**src/hdl/fbwf_pkg.sv**
```systemverilog
// Types and constants of the flash block word framer.
// Shared by every module in hdl/ but fbwf_fifo; depends on nothing else.
package fbwf_pkg;

  // One input item: byte of a flash write, with the write's header fields.
  typedef struct packed {
    logic        action;
    logic [31:0] start_offset;
    logic [31:0] total_count;
    logic [7:0]  data_byte;
  } in_item_t;

  typedef enum logic [1:0] {
    KIND_HEADER = 2'd0,
    KIND_OFFSET = 2'd1,
    KIND_DATA   = 2'd2,
    KIND_CHECK  = 2'd3
  } word_kind_e;

  typedef struct packed {
    logic [31:0] out_word;
    word_kind_e  word_kind;
    logic        end_of_block;
    logic        config_error;
  } out_item_t;

  typedef enum logic [1:0] {
    REG_BUF_LEN   = 2'd0,
    REG_BUF_ALIGN = 2'd1,
    REG_BLOCK_CMD = 2'd2,
    REG_CSUM_SEED = 2'd3
  } cfg_reg_e;

  typedef struct packed {
    logic [15:0] buffer_length;
    logic [15:0] buffer_alignment;
    logic [31:0] block_command;
    logic [31:0] checksum_seed;
  } cfg_t;

  // Class the front end attaches to each queued request.
  typedef enum logic [1:0] {
    CLS_CONT  = 2'd0,
    CLS_START = 2'd1,
    CLS_EMPTY = 2'd2
  } item_class_e;

  typedef struct packed {
    item_class_e cls;
    in_item_t    item;
  } q_item_t;

  typedef struct packed {
    logic        start;
    logic [31:0] dividend;
    logic [15:0] divisor;
  } div_req_t;

  typedef struct packed {
    logic        busy;
    logic        done;
    logic [15:0] rem;
  } div_rsp_t;

  typedef enum logic [3:0] {
    S_IDLE,
    S_START,
    S_CHECK,
    S_DIV,
    S_HDR,
    S_OFS,
    S_BYTE,
    S_DATA,
    S_TAIL,
    S_CHK,
    S_ERR
  } back_state_e;

  localparam logic [31:0] WORD_ONES  = 32'hffffffff;
  localparam logic [31:0] LANE0_KEEP = 32'hffffff00;
  localparam logic [31:0] LANE1_KEEP = 32'hffff00ff;
  localparam logic [31:0] LANE2_KEEP = 32'hff00ffff;
  localparam logic [31:0] LANE3_KEEP = 32'h00ffffff;

  // Write one byte into its lane of a word whose free lanes hold 0xFF.
  function automatic logic [31:0] merge_byte(input logic [31:0] acc, input logic [1:0] lane,
                                             input logic [7:0] b);
    logic [31:0] res;
    case (lane)
      2'd0:    res = acc & (LANE0_KEEP | {24'h0, b});
      2'd1:    res = acc & (LANE1_KEEP | {16'h0, b, 8'h0});
      2'd2:    res = acc & (LANE2_KEEP | {8'h0, b, 16'h0});
      2'd3:    res = acc & (LANE3_KEEP | {b, 24'h0});
      default: res = acc;
    endcase
    return res;
  endfunction

endpackage

```
**src/hdl/fbwf_fifo.sv**
```systemverilog
// Small first-in first-out queue of Width-bit entries.
// Generic; uses no package.
module fbwf_fifo #(
  parameter int Width = 8,
  parameter int Depth = 2
) (
  input  logic             clk_i,
  input  logic             rst_ni,
  input  logic             push_i,
  input  logic [Width-1:0] data_i,
  output logic             full_o,
  input  logic             pop_i,
  output logic [Width-1:0] data_o,
  output logic             empty_o
);

  localparam int PtrW = (Depth > 1) ? $clog2(Depth) : 1;
  localparam int CntW = $clog2(Depth + 1);

  logic [Width-1:0] mem_q [Depth];
  logic [PtrW-1:0]  wr_ptr_q, wr_ptr_d, rd_ptr_q, rd_ptr_d;
  logic [CntW-1:0]  cnt_q, cnt_d;
  logic             do_push, do_pop;

  assign full_o  = (cnt_q == CntW'(Depth));
  assign empty_o = (cnt_q == '0);
  assign data_o  = mem_q[rd_ptr_q];
  assign do_push = push_i && !full_o;
  assign do_pop  = pop_i && !empty_o;

  always_comb begin
    wr_ptr_d = wr_ptr_q;
    rd_ptr_d = rd_ptr_q;
    cnt_d    = cnt_q;
    if (do_push) begin
      wr_ptr_d = (wr_ptr_q == PtrW'(Depth - 1)) ? '0 : wr_ptr_q + 1'b1;
    end
    if (do_pop) begin
      rd_ptr_d = (rd_ptr_q == PtrW'(Depth - 1)) ? '0 : rd_ptr_q + 1'b1;
    end
    if (do_push && !do_pop) begin
      cnt_d = cnt_q + 1'b1;
    end else if (do_pop && !do_push) begin
      cnt_d = cnt_q - 1'b1;
    end
  end

  always_ff @(posedge clk_i or negedge rst_ni) begin
    if (!rst_ni) begin
      wr_ptr_q <= '0;
      rd_ptr_q <= '0;
      cnt_q    <= '0;
    end else begin
      wr_ptr_q <= wr_ptr_d;
      rd_ptr_q <= rd_ptr_d;
      cnt_q    <= cnt_d;
    end
  end

  always_ff @(posedge clk_i) begin
    if (do_push) begin
      mem_q[wr_ptr_q] <= data_i;
    end
  end

endmodule

```
**src/hdl/fbwf_front.sv**
```systemverilog
// Front end: classifies incoming requests and queues them for the sequencer.
// Depends on fbwf_pkg and fbwf_fifo.
module fbwf_front #(
  parameter int Depth = 2
) (
  input  logic               clk_i,
  input  logic               rst_ni,
  input  logic               push_i,
  input  fbwf_pkg::in_item_t item_i,
  output logic               full_o,
  output logic               q_valid_o,
  output fbwf_pkg::q_item_t  q_item_o,
  input  logic               q_pop_i
);
  import fbwf_pkg::*;

  q_item_t tagged_item;
  logic    q_empty;

  // Tag a new write with an empty count apart from other new writes.
  always_comb begin
    tagged_item.item = item_i;
    if (!item_i.action) begin
      tagged_item.cls = CLS_CONT;
    end else if (item_i.total_count == 32'd0) begin
      tagged_item.cls = CLS_EMPTY;
    end else begin
      tagged_item.cls = CLS_START;
    end
  end

  fbwf_fifo #(
    .Width ($bits(q_item_t)),
    .Depth (Depth)
  ) u_queue (
    .clk_i   (clk_i),
    .rst_ni  (rst_ni),
    .push_i  (push_i),
    .data_i  (tagged_item),
    .full_o  (full_o),
    .pop_i   (q_pop_i),
    .data_o  (q_item_o),
    .empty_o (q_empty)
  );

  assign q_valid_o = !q_empty;

endmodule

```
**src/hdl/fbwf_div.sv**
```systemverilog
// Iterative remainder unit: 32-bit dividend modulo 16-bit divisor, one bit a cycle.
// Depends on fbwf_pkg.
module fbwf_div (
  input  logic               clk_i,
  input  logic               rst_ni,
  input  fbwf_pkg::div_req_t req_i,
  output fbwf_pkg::div_rsp_t rsp_o
);
  import fbwf_pkg::*;

  logic        busy_q, busy_d, done_q, done_d;
  logic [4:0]  cnt_q, cnt_d;
  logic [31:0] dvd_q, dvd_d;
  logic [15:0] dsr_q, dsr_d, rem_q, rem_d;
  logic [16:0] trial, diff;

  assign trial = {rem_q, dvd_q[31]};
  assign diff  = trial - {1'b0, dsr_q};

  always_comb begin
    busy_d = busy_q;
    done_d = 1'b0;
    cnt_d  = cnt_q;
    dvd_d  = dvd_q;
    dsr_d  = dsr_q;
    rem_d  = rem_q;
    if (req_i.start) begin
      busy_d = 1'b1;
      cnt_d  = 5'd31;
      dvd_d  = req_i.dividend;
      dsr_d  = req_i.divisor;
      rem_d  = '0;
    end else if (busy_q) begin
      // Restoring step: keep the difference when it does not go negative.
      rem_d = (trial >= {1'b0, dsr_q}) ? diff[15:0] : trial[15:0];
      dvd_d = {dvd_q[30:0], 1'b0};
      cnt_d = cnt_q - 1'b1;
      if (cnt_q == 5'd0) begin
        busy_d = 1'b0;
        done_d = 1'b1;
      end
    end
  end

  always_ff @(posedge clk_i or negedge rst_ni) begin
    if (!rst_ni) begin
      busy_q <= 1'b0;
      done_q <= 1'b0;
      cnt_q  <= '0;
    end else begin
      busy_q <= busy_d;
      done_q <= done_d;
      cnt_q  <= cnt_d;
    end
  end

  always_ff @(posedge clk_i) begin
    dvd_q <= dvd_d;
    dsr_q <= dsr_d;
    rem_q <= rem_d;
  end

  assign rsp_o.busy = busy_q;
  assign rsp_o.done = done_q;
  assign rsp_o.rem  = rem_q;

endmodule

```
**src/hdl/fbwf_back.sv**
```systemverilog
// Back end: sequencer that cuts writes into runs and emits the frame words.
// Depends on fbwf_pkg; drives the remainder unit and the result queue.
module fbwf_back (
  input  logic                clk_i,
  input  logic                rst_ni,
  input  fbwf_pkg::cfg_t      cfg_i,
  input  logic                q_valid_i,
  input  fbwf_pkg::q_item_t   q_item_i,
  output logic                q_pop_o,
  output fbwf_pkg::div_req_t  div_req_o,
  input  fbwf_pkg::div_rsp_t  div_rsp_i,
  output logic                out_push_o,
  output fbwf_pkg::out_item_t out_item_o,
  input  logic                out_full_i
);
  import fbwf_pkg::*;

  back_state_e state_q, state_d;
  q_item_t     it_q, it_d;
  logic [31:0] bytes_rem_q, bytes_rem_d, cur_off_q, cur_off_d;
  logic [15:0] run_left_q, run_left_d;
  logic [1:0]  lane_q, lane_d;
  logic [31:0] acc_q, acc_d, csum_q, csum_d;

  logic        cfg_bad;
  logic [32:0] run_span;
  logic [15:0] run_len;
  logic        emit;

  assign cfg_bad = (cfg_i.buffer_length == 16'd0) || (cfg_i.buffer_alignment == 16'd0);

  // Run length from the alignment remainder; clamp when the remainder eats the buffer.
  always_comb begin
    run_span = {1'b0, bytes_rem_q} + {17'd0, div_rsp_i.rem};
    if (run_span > {17'd0, cfg_i.buffer_length}) begin
      if (div_rsp_i.rem < cfg_i.buffer_length) begin
        run_len = cfg_i.buffer_length - div_rsp_i.rem;
      end else if (bytes_rem_q < {16'd0, cfg_i.buffer_length}) begin
        run_len = bytes_rem_q[15:0];
      end else begin
        run_len = cfg_i.buffer_length;
      end
    end else begin
      run_len = bytes_rem_q[15:0];
    end
  end

  // Next state
  always_comb begin
    state_d = state_q;
    case (state_q)
      S_IDLE: begin
        if (q_valid_i) state_d = S_START;
      end
      S_START: begin
        if (it_q.cls == CLS_CONT) begin
          state_d = S_CHECK;
        end else begin
          state_d = cfg_bad ? S_ERR : S_CHECK;
        end
      end
      S_CHECK: begin
        if (bytes_rem_q == 32'd0) begin
          state_d = S_IDLE;
        end else if (run_left_q == 16'd0) begin
          state_d = cfg_bad ? S_ERR : S_DIV;
        end else begin
          state_d = S_BYTE;
        end
      end
      S_DIV: begin
        if (div_rsp_i.done) state_d = S_HDR;
      end
      S_HDR: begin
        if (!out_full_i) state_d = S_OFS;
      end
      S_OFS: begin
        if (!out_full_i) state_d = S_BYTE;
      end
      S_BYTE: begin
        if (lane_q == 2'd3) begin
          state_d = S_DATA;
        end else if (run_left_q == 16'd1) begin
          state_d = S_TAIL;
        end else begin
          state_d = S_IDLE;
        end
      end
      S_DATA: begin
        if (!out_full_i) state_d = (run_left_q == 16'd0) ? S_CHK : S_IDLE;
      end
      S_TAIL: begin
        if (!out_full_i) state_d = S_CHK;
      end
      S_CHK, S_ERR: begin
        if (!out_full_i) state_d = S_IDLE;
      end
      default: state_d = S_IDLE;
    endcase
  end

  // Datapath and outputs
  always_comb begin
    it_d        = it_q;
    bytes_rem_d = bytes_rem_q;
    cur_off_d   = cur_off_q;
    run_left_d  = run_left_q;
    lane_d      = lane_q;
    acc_d       = acc_q;
    csum_d      = csum_q;
    q_pop_o     = 1'b0;
    div_req_o   = '{start: 1'b0, dividend: cur_off_q, divisor: cfg_i.buffer_alignment};
    emit        = 1'b0;
    out_item_o  = '{out_word: 32'd0, word_kind: KIND_HEADER, end_of_block: 1'b0,
                    config_error: 1'b0};
    case (state_q)
      S_IDLE: begin
        if (q_valid_i) begin
          it_d    = q_item_i;
          q_pop_o = 1'b1;
        end
      end
      S_START: begin
        if (it_q.cls != CLS_CONT) begin
          run_left_d = '0;
          if (cfg_bad) begin
            bytes_rem_d = '0;
          end else begin
            bytes_rem_d = it_q.item.total_count;
            cur_off_d   = it_q.item.start_offset;
          end
        end
      end
      S_CHECK: begin
        if (bytes_rem_q != 32'd0 && run_left_q == 16'd0) begin
          if (cfg_bad) begin
            bytes_rem_d = '0;
          end else begin
            div_req_o.start = 1'b1;
          end
        end
      end
      S_DIV: begin
        if (div_rsp_i.done) begin
          run_left_d = run_len;
          lane_d     = div_rsp_i.rem[1:0];
          acc_d      = WORD_ONES;
          csum_d     = cfg_i.checksum_seed;
        end
      end
      S_HDR: begin
        emit                = 1'b1;
        out_item_o.out_word = cfg_i.block_command | {16'd0, run_left_q};
      end
      S_OFS: begin
        emit                 = 1'b1;
        out_item_o.out_word  = cur_off_q;
        out_item_o.word_kind = KIND_OFFSET;
      end
      S_BYTE: begin
        acc_d       = merge_byte(acc_q, lane_q, it_q.item.data_byte);
        run_left_d  = run_left_q - 16'd1;
        bytes_rem_d = bytes_rem_q - 32'd1;
        cur_off_d   = cur_off_q + 32'd1;
        if (lane_q != 2'd3) lane_d = lane_q + 2'd1;
      end
      S_DATA: begin
        emit                 = 1'b1;
        out_item_o.out_word  = acc_q;
        out_item_o.word_kind = KIND_DATA;
        if (!out_full_i) begin
          csum_d = csum_q ^ acc_q;
          acc_d  = WORD_ONES;
          lane_d = 2'd0;
        end
      end
      S_TAIL: begin
        emit                 = 1'b1;
        out_item_o.out_word  = acc_q;
        out_item_o.word_kind = KIND_DATA;
        if (!out_full_i) csum_d = csum_q ^ acc_q;
      end
      S_CHK: begin
        emit                    = 1'b1;
        out_item_o.out_word     = csum_q;
        out_item_o.word_kind    = KIND_CHECK;
        out_item_o.end_of_block = 1'b1;
        if (!out_full_i) begin
          acc_d  = WORD_ONES;
          lane_d = 2'd0;
        end
      end
      S_ERR: begin
        emit                    = 1'b1;
        out_item_o.config_error = 1'b1;
      end
      default: ;
    endcase
    out_push_o = emit && !out_full_i;
  end

  always_ff @(posedge clk_i or negedge rst_ni) begin
    if (!rst_ni) begin
      state_q     <= S_IDLE;
      bytes_rem_q <= '0;
      cur_off_q   <= '0;
      run_left_q  <= '0;
      lane_q      <= '0;
      acc_q       <= WORD_ONES;
      csum_q      <= '0;
    end else begin
      state_q     <= state_d;
      bytes_rem_q <= bytes_rem_d;
      cur_off_q   <= cur_off_d;
      run_left_q  <= run_left_d;
      lane_q      <= lane_d;
      acc_q       <= acc_d;
      csum_q      <= csum_d;
    end
  end

  always_ff @(posedge clk_i) begin
    it_q <= it_d;
  end

`ifndef SYNTHESIS
  a_div_start_idle: assert property (@(posedge clk_i) disable iff (!rst_ni)
    div_req_o.start |-> !div_rsp_i.busy)
    else $error("remainder unit restarted while busy");

  a_byte_in_run: assert property (@(posedge clk_i) disable iff (!rst_ni)
    (state_q == S_BYTE) |-> (run_left_q != 16'd0))
    else $error("byte placed outside a run");

  a_lane_clear_after_check: assert property (@(posedge clk_i) disable iff (!rst_ni)
    (state_q == S_CHK && !out_full_i) |=> (lane_q == 2'd0 && acc_q == WORD_ONES))
    else $error("word packer not cleared after checksum");

  a_pop_has_item: assert property (@(posedge clk_i) disable iff (!rst_ni)
    q_pop_o |-> (q_valid_i && state_q == S_IDLE))
    else $error("request taken from empty queue");
`endif

endmodule

```
**src/hdl/flash_block_word_framer.sv**
```systemverilog
// Flash block word framer: turns a byte stream of a flash write into framed runs
// (header, offset, packed data words, checksum). Requests enter through a queue
// and are handled one at a time by a sequencer. A byte that continues a run is
// placed into its lane of a data word, which goes out when full or at run end; a
// byte that opens a run first waits for the remainder unit (offset modulo
// alignment, one bit a cycle), then the header and offset words are emitted.
// Results wait in a queue of OutDepth entries.
// Depends on fbwf_pkg, fbwf_front, fbwf_div, fbwf_back and fbwf_fifo.
module flash_block_word_framer #(
  parameter int InDepth  = 2,
  parameter int OutDepth = 4
) (
  input  logic                clk_i,
  input  logic                rst_ni,
  input  logic                push,
  input  fbwf_pkg::in_item_t  in_data_i,
  output logic                full,
  output logic                empty,
  input  logic                pop,
  output fbwf_pkg::out_item_t out_data_o,
  input  logic                cfg_we_i,
  input  logic [1:0]          cfg_idx_i,
  input  logic [31:0]         cfg_wdata_i
);
  import fbwf_pkg::*;

  cfg_t      cfg_q, cfg_d;
  logic      q_valid, q_pop;
  q_item_t   q_item;
  div_req_t  div_req;
  div_rsp_t  div_rsp;
  logic      out_push, out_full;
  out_item_t out_item;

  always_comb begin
    cfg_d = cfg_q;
    if (cfg_we_i) begin
      case (cfg_reg_e'(cfg_idx_i))
        REG_BUF_LEN:   cfg_d.buffer_length    = cfg_wdata_i[15:0];
        REG_BUF_ALIGN: cfg_d.buffer_alignment = cfg_wdata_i[15:0];
        REG_BLOCK_CMD: cfg_d.block_command    = cfg_wdata_i;
        REG_CSUM_SEED: cfg_d.checksum_seed    = cfg_wdata_i;
        default:       cfg_d = cfg_q;
      endcase
    end
  end

  always_ff @(posedge clk_i or negedge rst_ni) begin
    if (!rst_ni) begin
      cfg_q <= '{buffer_length: 16'd0, buffer_alignment: 16'd1, block_command: 32'd0,
                 checksum_seed: 32'd0};
    end else begin
      cfg_q <= cfg_d;
    end
  end

  fbwf_front #(
    .Depth (InDepth)
  ) u_front (
    .clk_i     (clk_i),
    .rst_ni    (rst_ni),
    .push_i    (push),
    .item_i    (in_data_i),
    .full_o    (full),
    .q_valid_o (q_valid),
    .q_item_o  (q_item),
    .q_pop_i   (q_pop)
  );

  fbwf_div u_div (
    .clk_i  (clk_i),
    .rst_ni (rst_ni),
    .req_i  (div_req),
    .rsp_o  (div_rsp)
  );

  fbwf_back u_back (
    .clk_i      (clk_i),
    .rst_ni     (rst_ni),
    .cfg_i      (cfg_q),
    .q_valid_i  (q_valid),
    .q_item_i   (q_item),
    .q_pop_o    (q_pop),
    .div_req_o  (div_req),
    .div_rsp_i  (div_rsp),
    .out_push_o (out_push),
    .out_item_o (out_item),
    .out_full_i (out_full)
  );

  fbwf_fifo #(
    .Width ($bits(out_item_t)),
    .Depth (OutDepth)
  ) u_out_queue (
    .clk_i   (clk_i),
    .rst_ni  (rst_ni),
    .push_i  (out_push),
    .data_i  (out_item),
    .full_o  (out_full),
    .pop_i   (pop),
    .data_o  (out_data_o),
    .empty_o (empty)
  );

endmodule
```
**config.mk**
```make
export PLATFORM = sky130hd
export DESIGN_NAME = flash_block_word_framer
export DESIGN_NICKNAME = d
export VERILOG_FILES = /design/src/hdl/fbwf_pkg.sv /design/src/hdl/fbwf_fifo.sv /design/src/hdl/fbwf_front.sv /design/src/hdl/fbwf_div.sv /design/src/hdl/fbwf_back.sv /design/src/hdl/flash_block_word_framer.sv
export SDC_FILE = /design/constraint.sdc
export NUM_CORES = 1
export LEC_CHECK = 0
export BUFFER_PORTS_ARGS = -buffer_cell sky130_fd_sc_hd__buf_2
export CAP_MARGIN = 20
export CORE_ASPECT_RATIO = 1.1
export CORE_UTILIZATION = 39
export CTS_BUF_LIST = sky130_fd_sc_hd__clkbuf_16
export DETAILED_ROUTE_END_ITERATION = 16
export GPL_TIMING_DRIVEN = 0
export PLACE_DENSITY = 0.6
export SYNTH_ARGS = -nofsm -noshare
export SYNTH_HDL_FRONTEND = slang
export SYNTH_SLANG_ARGS = --single-unit
export TNS_END_PERCENT = 20
```
**constraint.sdc**
```tcl
create_clock -name clk_i -period 4.2 [get_ports clk_i]
set_input_delay 0.42 -clock clk_i [delete_from_list [all_inputs] [get_ports clk_i]]
set_output_delay 0.42 -clock clk_i [all_outputs]
set_load 0.05 [all_outputs]
```
* Yosys cells after proc, flatten, opt, wreduce, memory -nomap -nowiden *
Memory sizes are Yosys's and may differ from the RTL's. A register that Yosys moved wholly into a read port is not among the register bits.
Cells that the tools add are included.

word-level totals
  RAM bits = 294
  word-level logic and storage cells = 221
  bits in registers = 328
  memories kept = 2

memories
  name                   words  bits a word  read ports  clocked after memory_dff  wr ports  line             text
  u_front.u_queue.mem_q  2      75           1           1                         1         fbwf_fifo.sv:20  logic [Width-1:0] mem_q [Depth];
  u_out_queue.mem_q      4      36           1           0                         1         fbwf_fifo.sv:20

operators by class
  order comparisons = 4
  equal/unequal tests = 36
  reductions and logical operators = 57
  bitwise gates (word level) = 7
  add/subtract/negate cells = 16
  multiplexer cells = 76

operators with widths
  kind                                                number
  2-to-1 mux 32 bit                                   12
  case mux 32 bit (4 select lines)                    2
  case mux 32 bit (3 select lines)                    2
  AND 32 bit                                          4
  case mux 32 bit (2 select lines)                    2
  2-to-1 mux 16 bit                                   6
  zero test 32 bit                                    2
  2-to-1 mux 4 bit                                    15
  zero test 16 bit                                    3
  case mux 16 bit (3 select lines)                    1
  case mux 4 bit (10 select lines)                    1
  adder 32 x 16 -> 33 bit                             1
  > comparator 33 x 16 -> 1 bit                       1
  adder 32 x 1 -> 32 bit, second input constant       1
  less-than comparator 32 x 16 -> 1 bit               1
  bitwise OR 32 x 16 -> 32 bit                        1
  nonzero test 32 bit                                 1
  subtractor 16 bit                                   2
  subtractor 32 x 1 -> 32 bit, second input constant  1
  XOR 32 bit                                          1
  inequality test 2 bit, second input constant        11
  2-to-1 mux 1 bit                                    20
  2-to-1 mux 2 bit                                    9
  >= comparator 17 x 16 -> 1 bit                      1
  36 further kinds                                    95

* Depth between registers and ports, before layout *
  word-level depth = 9
  gate-level depth with buffers = 23
  mapped depth without buffers = 21

* Modules after synthesis *
Synthesis repeated with hierarchy kept, for this count alone.

unflattened totals
  cells, all modules = 2842
  area total of the unflattened synthesis = 33995.1 um2

by module, submodules not included
  module                       cells an instance  area an instance (um2)  seq. area each (um2)  instances
  fbwf_back                    1801               15008.1                 6015.8                1
  fbwf_fifo (u_front.u_queue)  252                5763.0                  4604.4                1
  fbwf_fifo (u_out_queue)      225                5636.7                  4499.3                1
  fbwf_div                     346                3917.5                  1936.9                1
  flash_block_word_framer      204                3587.2                  2403.6                1
  fbwf_front                   14                 82.6                    0.0                   1

* Worst setup path after synthesis *
Ideal clock, no wire load.

  path kind = reg-to-reg
  start point = reg u_div.rem_q[0]
  end point = reg u_back.run_left_q[4]
  setup slack = -0.394 ns
  period minus slack after synthesis = 4.594 ns
  path buffers = 1
  data arrival time = 4.468 ns
  library setup time = 0.126 ns
  cell stages (with the launch flop) = 23
  cells stage by stage = dfxtp_1 -> ha_1 -> inv_1 -> fa_1 -> nor2b_1 -> o31a_1 -> o21a_1 -> nor2_1 -> o311ai_0 -> a21oi_1 -> xnor2_1 -> ha_1 -> nand2_1 -> or4_1 -> o211ai_1 -> o211ai_1 -> a221oi_1 -> nand3_1 -> nor4_2 -> and4_1 -> buf_4 -> a21oi_2 -> a311o_1

between the ends
  cells in the longest elaborated chain, start to end = 5
  elaborated cells on any way between the ends = 8
  classes of those cells = add/sub: 2; order compare: 2; mux: 4

RTL lines
  element                                                                    line                              text
  start, declared                                                            fbwf_div.sv:14                    logic [15:0] dsr_q, dsr_d, rem_q, rem_d;
  start signal, assigned                                                     fbwf_div.sv:60                    rem_q <= rem_d;
  adder 32 x 16 -> 33 bit (tied with other cells)                            fbwf_back.sv:34                   run_span = {1'b0, bytes_rem_q} + {17'd0, div_rsp_i.rem};
  > comparator 33 x 16 -> 1 bit / 2-to-1 mux 16 bit (equally long branches)  fbwf_back.sv:35, fbwf_back.sv:36
  2-to-1 mux 16 bit *                                                        fbwf_back.sv:35                   if (run_span > {17'd0, cfg_i.buffer_length}) begin
  2-to-1 mux 16 bit *                                                        fbwf_back.sv:144                  if (div_rsp_i.done) begin
  case mux 16 bit (3 select lines) *                                         fbwf_back.sv:116                  case (state_q)
  end signal, assigned                                                       fbwf_back.sv:215                  run_left_q <= run_left_d;
  end, declared                                                              fbwf_back.sv:21                   logic [15:0] run_left_q, run_left_d;

Mark *: on every way between the ends. The rest lies on a longest branch, timed or not. The select of a mux whose other input is x is not followed.
A chain may end at the register's enable or synchronous reset.

* Final worst setup path *
  start point = reg u_back.bytes_rem_q[0]
  end point = reg u_back.run_left_q[13]

between the ends
  cells in the longest elaborated chain, start to end = 6
  elaborated cells on any way between the ends = 8
  classes of those cells = add/sub: 1; order compare: 2; mux: 5

RTL lines
  element                                                          line              text
  start, declared                                                  fbwf_back.sv:20   logic [31:0] bytes_rem_q, bytes_rem_d, cur_off_q, cur_off_d;
  start signal, assigned                                           fbwf_back.sv:213  bytes_rem_q <= bytes_rem_d;
  branches (longest 3 deep; another with adder 32 x 16 -> 33 bit)  -
  2-to-1 mux 16 bit *                                              fbwf_back.sv:35
  2-to-1 mux 16 bit *                                              fbwf_back.sv:144
  case mux 16 bit (3 select lines) *                               fbwf_back.sv:116

Mark *: on every way between the ends. The select of a mux whose other input is x is not followed.

==> impl_metrics.yaml <==
worst_setup_path:
  r2r_cells: 22
  cp-endpoint: "u_back.run_left_q[13]"
  crit_top_cell: "o211ai_1"
  critPathMaxStageDelay_ns: 0.43
  timing.critical_path.buf_inv: 2
  cp_cell_sequence: "ha_4 > inv_2 > fa_2 > nor2b_2 > o31a_1 > o21a_1 > nor2_4 > o311ai_2 > a21oi_1 > xnor2_1 > ha_1 > nand2_1 > or4_4 > o211ai_1 > o211ai_1 > a221oi_2 > nand3_1 > nor4_4 > buf_4 > nand4_4 > o21ai_4 > o211ai_1"
  critical_path_class: "reg2reg"
  arrival_ns: 5.24
  reg2reg_setup_slack_ns: -0.56
  reg2reg_to: "u_back.run_left_q[13]"
  path_depth: 22
  crit_slowest_cell: "or4_4"
  end_kind: "flip-flop"
  cp-startpoint: "u_back.bytes_rem_q[0]"
  critPathMaxFanout: 8
  cp_top_family: "compound AO/OA/AOI/OAI gates"
  worstPathRequired_ns: 4.68
  r2r_start: "u_back.bytes_rem_q[0]"
  critPathLaunchType: "flip-flop"
timing:
  setup_viol: 16
  timing.fmax_ghz: 0.210
  relSlewSlack_pct: 19.9
  fin_ws_ns: -0.557
  finalHoldViolCount: 0
  fin_crit_ns: 4.76
  finalClockSkew_ns: 0.0178
  tns_ns: -8.12
  fin_crit_sh_pct: 113
  worst_pin_slew_ns: 1.19
  maxSlewViolCount: 0
  rsz0062_at_grt: "yes"
floorplan:
  die_h_um: 308
  io_pins: 150
  core-area_um2: 83700
  floorplan.initialDensity_pct: 39.6
  rows: 111
  die_w_um: 280
  dieArea_um2: 86200
synth:
  ys_seq_area_share_pct: 58.5
  synth_top_cells_by_area: "edfxtp_1 37%, dfrtp_1 17%, mux2_2 5.3%"
  syn-num-nets: 3080
  synth_top_area_share_pct: 37.5
  synth_edf_count: 414
  postSynthAreaPerCell_um2: 11.6
  synth_ff_type: "edfxtp_1"
  yosysWarnings: 0
  synth.most_common_cell: "edfxtp_1"
  synthArstFlopShare_pct: 38.0
  synth_top_area_cell: "edfxtp_1"
  synth_area_um2: 33200
  netlist_instances: 2867
  synth-seq-cells: 694
  ys_types: 83
  netlist_top_cells_count: "414 x edfxtp_1, 328 x nand2_1, 273 x o21ai_0, 231 x dfrtp_1, 219 x a21oi_1"
cts:
  cts_root_buffer: "clkbuf_16"
  cts_tree: "built"
  cts_sinks: 694
  clk_path_buf_depth: 3
  cts.clk_slew.worst_paths_ns: 0.06
  h-tree-depth: 3
  clock_latency_ns: 0.63
  cts_buffers: 73
route:
  drtPass1Iterations: 6
  drc_errors: 0
  avgViaCountPerCell: 5.53
  postRouteWirelength_um: 93100
  drt-initial-drc-count: 2183
  wl_per_cell_um: 21.3
  drtAntennaViolNets: 0
  vias: 24189
global_route:
  grt_pass1_wl_um: 142000
  grt-ovfl-total: 0
  grtUsageTotal_pct: 21.6
  grt_pass1_vias: 23732
  grt_max_degree: 118
  antenna_found_initial: 2
place:
  routabilityCongestion: 0.924
  dp.final_hpwl_um: 67200
  port_buffers: 149
power:
  p_leak_nw: 15.2
  powerDensity_nw_per_um2: 817
  vdd_drop_max_v: 0.000339
layout:
  drive_gt1_share_pct: 18.1
  diodes: 0
  utilization_pct: 46.5
  layout.nets: 3393
  fill_cells: 7696
  syn2layout_area_growth_pct: 17.4
flow_run:
  max-cap-violations: 0
outcome:
  outcome: "finished, violations left"
  violations: "negative setup slack"
min_path:
  hold_path_class: "in2reg"
[registers in the layout, indices dropped and copies added (netlist names), 3 cells and up]
signal	flops
u_front.u_queue.mem_q	148
u_out_queue.mem_q	144
cfg_q	96
u_back.it_q	74
u_back.acc_q	32
u_back.bytes_rem_q	32
u_back.csum_q	32
u_back.cur_off_q	32
u_div.dvd_q	32
u_back.run_left_q	16
u_div.dsr_q	16
u_div.rem_q	16
u_div.cnt_q	5
u_back.state_q	4
u_out_queue.cnt_q	3
[per-layer routing]
metal / GRT usage, % / wire length, um / vias to the layer above
met5: 0 / 23 / -
met4: 8.26 / 3250 / 4
met3: 3.48 / 5450 / 168
met2: 33.8 / 43000 / 798
met1: 29.9 / 41500 / 11911
li1: - / - / 11308
[metrics by stage]
stage | worst slack (ns) | instances | total power, mW | cell area, um2 | hold WS, ns
finish | -0.557 | 4371 | 31.8 | 38900 | 0.0273
global route | -0.782 | 4371 | 33.8 | 38900 | 0.00946
CTS | -0.677 | 4365 | 31.7 | 38800 | 0.00172
detailed placement | -1.11 | 4157 | 24.9 | 35600 | 0.350
global placement | -2.65 | 4146 | 24.7 | 35300 | 0.452
floorplan | -0.0216 | 2867 | 20.8 | 33200 | 0.124
[placed cells by master, fill, tap and decap left out, types with 18 or more instances in the layout]
cell / n
a21oi_1: 218
dfrtp_1: 228
clkbuf_1: 111
buf_2: 168
and3_1: 19
mux2_2: 157
mux4_2: 36
edfxtp_1: 414
o21ai_0: 270
nor4_1: 27
and2_1: 18
dlygate4sd3_1: 66
xor2_1: 18
xnor2_1: 30
a22o_1: 35
nand2_1: 328
nor2_1: 144
nand4_1: 44
o22ai_1: 20
dfstp_2: 33
inv_1: 137
a21o_1: 33
ha_1: 95
a22oi_1: 21
clkbuf_16: 75
nor3_1: 43
nand3_1: 67
[area by class of cell]
cell class,count,area (um2),area share (%)
multi-input combinational,1895,12800,33.0
clock buffer,75,1880,4.82
tap,1130,1410,3.63
sequential,694,19400,49.9
inverter,125,475,1.22
timing repair buffer,239,1740,4.47
buffer,152,621,1.59
clock inverter,61,542,1.39
[how the worst min path moves through the flow]
| stage | from | to | slack [ns] | cells after the start |
|---|---|---|---|---|
| finish | in_data_i[37] | u_front.u_queue.mem_q[0][37] | 0.03 | 1 |
| CTS | in_data_i[55] | u_front.u_queue.mem_q[0][55] | 0.002 | 1 |
| global placement | cfg_q[69] | u_div.dsr_q[5] | 0.45 | 0 |
| global route | in_data_i[37] | u_front.u_queue.mem_q[0][37] | 0.009 | 1 |
| detailed placement | rst_ni | u_back.bytes_rem_q[17] | 0.35 | 1 |
| floorplan | rst_ni | cfg_q[0] | 0.12 | 0 |
[kinds of logic (layout without fill, tap and decap cells)]
logic type               Yosys count  after routing  synth area share [%]
multiplexers                     201            201                  8.02
adder cells (fa/ha/maj)          101            101                  3.90
flip-flops                       694            694                  58.5
AO/OA/AOI/OAI                    756            756                  13.8
AND/OR/NAND/NOR                  789            789                  11.2
buffers and inverters            278            652                  3.27
XOR/XNOR                          48             48                  1.27
[where the power goes]
group,internal (mW),switching [mW]
Sequential,10.1,1.69
Clock,3.72,2.78
Combinational,4.97,8.54
[what timing repair did]
action | 4_1_cts | 5_1_grt
resized for setup | 22 | 17
cloned | 0 | 0
hold buffers | 65 | 1
pin swaps | 22 | 19
buffers inserted | 7 | 5
endpoints found under the setup margin | 48 | 48
hold endpoints to repair | 170 | 2
Power figures use the tool's default switching activity.
